`src/srt_pkg.sv`:
```
package srt_pkg;

    // result status codes
    typedef enum logic [2:0] {
        ST_CREATED   = 3'd0,
        ST_OVERLAP   = 3'd1,
        ST_FULL      = 3'd2,
        ST_FOUND     = 3'd3,
        ST_SEGV      = 3'd4,
        ST_NOT_USER  = 3'd5
    } status_t;

    typedef enum logic {
        OP_CREATE = 1'b0,
        OP_FAULT  = 1'b1
    } opcode_t;

    // item passed from front to back
    typedef struct packed {
        opcode_t     opcode;
        logic [31:0] address;
        logic [32:0] size;
        logic [7:0]  cache_tag;
        logic [31:0] backing_offset;
        logic        not_user;
    } cmd_t;

    // result item
    typedef struct packed {
        status_t     status;
        logic [31:0] region_start;
        logic [32:0] region_size;
        logic [7:0]  region_cache;
        logic [31:0] region_offset;
        logic [7:0]  region_handle;
        logic        hint_hit;
    } result_t;

endpackage

```
`src/srt_front.sv`:
```
module srt_front
    import srt_pkg::*;
#(
    parameter int PAGE_SHIFT = 12
) (
    input  logic        aclk,
    input  logic        aresetn,
    input  logic [31:0] user_base_mask,
    input  logic        in_valid,
    output logic        in_ready,
    input  opcode_t     in_opcode,
    input  logic [31:0] in_address,
    input  logic [31:0] in_length,
    input  logic [7:0]  in_cache_tag,
    input  logic [31:0] in_backing_offset,
    input  logic        in_user_mode,
    output logic        q_valid,
    input  logic        q_ready,
    output cmd_t        q_cmd
);

    localparam logic [31:0] PAGE_MASK = 32'((64'd1 << PAGE_SHIFT) - 64'd1);

    cmd_t cmd_reg, cmd_next;
    logic valid_reg, valid_next;
    logic [31:0] start;

    // page align creates and classify
    always_comb begin
        start = in_address & ~PAGE_MASK;
        cmd_next = cmd_reg;
        valid_next = valid_reg;
        if (q_ready) valid_next = 1'b0;
        if (in_valid && in_ready) begin
            valid_next = 1'b1;
            cmd_next.opcode = in_opcode;
            cmd_next.address = (in_opcode == OP_CREATE) ? start : in_address;
            cmd_next.size = {1'b0, in_length} + {1'b0, in_address & PAGE_MASK};
            cmd_next.cache_tag = in_cache_tag;
            cmd_next.backing_offset = in_backing_offset;
            cmd_next.not_user = !in_user_mode && ((in_address & user_base_mask) == 32'd0);
        end
    end

    assign in_ready = !valid_reg || q_ready;
    assign q_valid = valid_reg;
    assign q_cmd = cmd_reg;

    always_ff @(posedge aclk) begin
        cmd_reg <= cmd_next;
        if (!aresetn) valid_reg <= 1'b0;
        else valid_reg <= valid_next;
    end

endmodule

```
`config.mk`:
```
export PLATFORM = sky130hd
export DESIGN_NAME = srt_front
export DESIGN_NICKNAME = d
export VERILOG_FILES = /design/src/srt_pkg.sv /design/src/srt_front.sv
export SDC_FILE = /design/constraint.sdc
export NUM_CORES = 1
export LEC_CHECK = 0
export ABC_AREA = 1
export BUFFER_PORTS_ARGS = -buffer_cell sky130_fd_sc_hd__buf_2
export CORE_MARGIN = 2
export CORE_UTILIZATION = 45
export CTS_CLUSTER_DIAMETER = 150
export DETAILED_ROUTE_END_ITERATION = 12
export GPL_TIMING_DRIVEN = 1
export HOLD_SLACK_MARGIN = 0.1
export PLACE_DENSITY = 0.82
export SLEW_MARGIN = 30
export SYNTH_ARGS = -nofsm -noshare
export SYNTH_HDL_FRONTEND = slang
export SYNTH_SLANG_ARGS = --single-unit
```
`constraint.sdc`:
```
create_clock -name aclk -period 11.1 [get_ports aclk]
set_input_delay 0.555 -clock aclk [delete_from_list [all_inputs] [get_ports aclk]]
set_output_delay 0.555 -clock aclk [all_outputs]
set_load 0.01 [all_outputs]
```
---- Yosys cells after proc, flatten, opt, wreduce, memory -nomap -nowiden ----
Index checks and enable logic that the tools add are counted.
word-level totals
  register bits after elaboration ......... 108
  output and inout bits ................... 109
  input bits .............................. 142
operators by class
  add/sub/neg operators ................... 1
  mux-type cells .......................... 2
  reduce and logical (&&, ||, !) cells .... 7
  bitwise logic cells ..................... 1
operators with widths
  operator           number
  $add 32x12->33     1
  $and 32x32->32     1
  $logic_not 32->1   1
  $logic_and 1x1->1  2
  $logic_not 1->1    2
  $mux 1             2
  $reduce_bool 2->1  1
  $logic_or 1x1->1   1

---- Longest topological paths before layout ----
  depth in word-level cells ............... 4
  gate-level depth with buffers ........... 12

---- Worst setup path after synthesis ----
No wires, ideal clock.
  kind .................................... input to register
  from .................................... input port in_valid
  to ...................................... register cmd_reg (netlist bit q_cmd[0]) (enable)
  setup slack ............................. 4739 ps
  library setup time ...................... 608 ps
  buffers on the path ..................... 0
  stages on the path ...................... 2
  data required time ...................... 10492 ps
  arrival ................................. 5753 ps
  cells stage by stage .................... inv_1 -> a21oi_1
on the way
  cells in the longest elaborated chain, start to end .. 1
RTL lines
  element               RTL line         source
  from (decl)           srt_front.sv:9   input logic in_valid,
  $logic_and 1x1->1     srt_front.sv:34  if (in_valid && in_ready) begin
  to (signal assigned)  srt_front.sv:50  cmd_reg <= cmd_next;
  to (decl)             srt_front.sv:24  cmd_t cmd_reg, cmd_next;
No other way between the ends.
A chain may end at the register's enable or synchronous reset.

---- Worst setup path in the final report ----
  from .................................... register valid_reg, in the netlist q_valid
  to ...................................... register cmd_reg (netlist bit q_cmd[66]) (enable)
on the way
  cells in the longest elaborated chain, start to end .. 3
RTL lines
  element                 RTL line         source
  from (decl)             srt_front.sv:25  logic valid_reg, valid_next;
  from (signal assigned)  srt_front.sv:52  else valid_reg <= valid_next;
  $logic_not 1->1         srt_front.sv:45  assign in_ready = !valid_reg || q_ready;
  $logic_or 1x1->1        srt_front.sv:45
  $logic_and 1x1->1       srt_front.sv:34
No other way between the ends.

==> qor.csv <==
metric,value,unit
setup ws final,8950,ps
yosys warns,0,
wire length per cell,16.2,um
Final Setup Violations,0,
Mapped Area,5090,um^2
internal power,0.718,mW
Worst Max-Slew Pin Slew,743,ps
RSZ-0062 raised after global routing,no,
CORE AREA,10900,um^2
CP startpoint,q_valid$_SDFFE_PN0P_,
Clk pwr share,33.5,%
clock latency at the later pin of the worst-skew pair,340,ps
I/O pins,251,
Layout area overhead,34.4,%
final hold violation count,0,
drt drc,0,
reg2reg start,q_valid$_SDFFE_PN0P_,
Worst Path Arrival,2130,ps
post-layout minimum cycle time,2150,ps
Seq cells post-synth,108,
CTS Root Cell,clkbuf_16,
routed vias/inst,4.89,
Die W,110,um
initial antenna violation count,2,
clk slew on worst S/H paths,70,ps
Placed Cells,887,
post-DP HPWL,11900,um
WP data required,11080,ps
syn_nets,651,
first-pass GRT wire length,21500,um
R2R Setup Slk,8950,ps
DR iter-0 viols,267,
multi-input combinational cell area,1590,um^2
Mapped Avg Cell Area,10.3,um^2
# Post-CTS Setup Buffers,0,
fillers,933,
CTS Sinks,108,
worst-path fanout max,59,
Cell Pwr Density,141,nW/um^2
post-CTS resize count,0,
DRT Pass-1 Iters,4,
# Max-Cap Violations,0,
via count,4429,
hold-fix buffers at CTS,0,
CP Class,register to register,
Psw,0.245,mW
Hold Worst Slack,385,ps
clock tree from TritonCTS,done,
total CTS buffers,9,
Non-Filler Instances,905,
relative slew slack,50.5,%
Tcrit/Tclk final,19.4,%
placement row count,38,
CTS Buffer Depth,2,
startpoint types,register,
cells after synthesis,496,
switching share of total power,25.4,%
leakage,3.43,nW
Reg area,3230,um^2
distinct cell type count after synthesis,27,
RD Place Congestion,0.940,
Pwr Total,0.963,mW
Tot GR Track Use,24.0,%
Buffers on Ports,250,
maximum level of the CTS H-tree,3,
Final ANT Viol Nets,0,
reg-to-reg critical path endpoint,q_cmd[66]$_DFFE_PP_,
register area share after synthesis,63.5,%
chip height,110,um
final layout net count,913,
pre-CTS setup slack,8620,ps
sequential power share,50.8,%
Die ar.,12200,um^2
Fin Setup TNS,0,ps
Initial Utilization,46.6,%
Hold Path Class,primary input to register,
share of layout cells above drive strength 1,37.7,%
Comb power frac,15.7,%
Max VDD drop,0.0700,mV
largest net degree at the start of global routing,60,
routed wire length,14600,um
vias in the first global route,4363,
Slew Limit Fails,0,
Clock Skews,7.42,ps
R2R cell count,3,
run status,completed,
Worst setup EP type,register,
grt total ovfl,0,
fmax,466,MHz
crit path capture,q_cmd[66]$_DFFE_PP_,
cells in the mapped netlist:
library cell    n  area, um^2
nand2_1       172         646
edfxtp_1      107        3210
inv_1          73         274
nand3_1        33         165
nor2_1         25        93.8
xor2_1         14         123
ha_1           12         150
nand4_1         9        56.3
a21oi_1         7        35.0
a22o_1          6        52.6
nand2_2         6        37.5
nor3_1          6        30.0
nor2_2          5        31.3
nand3_2         3        30.0
nand3b_1        3        22.5
nor3_2          3        30.0
and2_1          2        12.5
a21boi_0        1        7.51
and3_1          1        6.26
and3_2          1        7.51
clkbuf_1        1        3.75
dfxtp_1         1        20.0
fa_1            1        20.0
inv_2           1        3.75
nor2_4          1        11.3
nor4_1          1        6.26
o21ai_0         1        5.00
sequential cells by signal (all words and copies together) (netlist names):
register / cells
q_valid: 1
q_cmd: 107
placed cells by master (no fill, tap or decap), types with 5 or more instances in the layout:
cell       count
edfxtp_1     107
inv_1         73
nor2_1        25
nand3_1       33
nand4_1        9
ha_1          12
nor2_2         5
a21oi_1        6
nor3_1         6
a22o_1         6
nand2_1      172
buf_2        250
nand2_2        6
xor2_1        14
clkbuf_16      9
stage by stage:
step	instance area, um^2	util [%]
6_report	6850	62.6
5_1_grt	6850	62.6
4_1_cts	6840	62.6
3_5_place_dp	6540	59.8
3_3_place_gp	6540	59.8
2_1_floorplan	5090	-
layout make-up:
class	count	share of cell area, %
timing repair buffer	252	18.5
inverter	74	4.06
multi-input combinational	313	23.2
clock buffer	10	3.34
antenna	2	0.0731
tap	140	2.56
sequential	108	47.2
clock inverter	6	1.04
worst min-delay path by stage:
stage | slack (ps) | depth (start not counted) | startpoint | end
after floorplan | 600 | 2 | q_valid$_SDFFE_PN0P_ | q_valid$_SDFFE_PN0P_
after global placement | 540 | 2 | q_valid$_SDFFE_PN0P_ | q_valid$_SDFFE_PN0P_
after global routing | 370 | 1 | in_cache_tag[6] | q_cmd[39]$_DFFE_PP_
after CTS | 380 | 1 | in_backing_offset[5] | q_cmd[6]$_DFFE_PP_
after detailed placement | 560 | 2 | q_valid$_SDFFE_PN0P_ | q_valid$_SDFFE_PN0P_
final | 390 | 1 | in_backing_offset[5] | q_cmd[6]$_DFFE_PP_
power groups by stage:
stage                     combinational (mW)  clock, mW  sequential [mW]
after floorplan                       0.0575          0            0.519
after global placement                 0.148          0            0.498
after detailed placement               0.151          0            0.499
after CTS                              0.152      0.327            0.490
after global routing                   0.167      0.343            0.492
final                                  0.151      0.323            0.490
cells by family after synthesis:
family,Yosys count,synth area share [%]
and+or+nand+nor,271,23.3
DFF,108,63.5
buffers and inverters,75,5.53
AOI/OAI and AO/OA,15,1.97
xor gates and xnor gates,14,2.41
adders and majority gates,13,3.34
worst max-delay path, stage by stage, from the launching register on:
cell and delay, ps:
dfxtp_1 350, a21oi_4 140, buf_4 600, buf_4 640
metal layers:
| layer | track usage (%) | wire (um) | vias up |
|---|---|---|---|
| met2 | 42.6 | 7490 | 166 |
| met4 | 11.6 | 413 | 0 |
| met3 | 5.41 | 1140 | 26 |
| met5 | 0 | 0 | - |
| li1 | - | - | 2165 |
| met1 | 27.3 | 5610 | 2072 |
(Power assumes the default switching activity.)
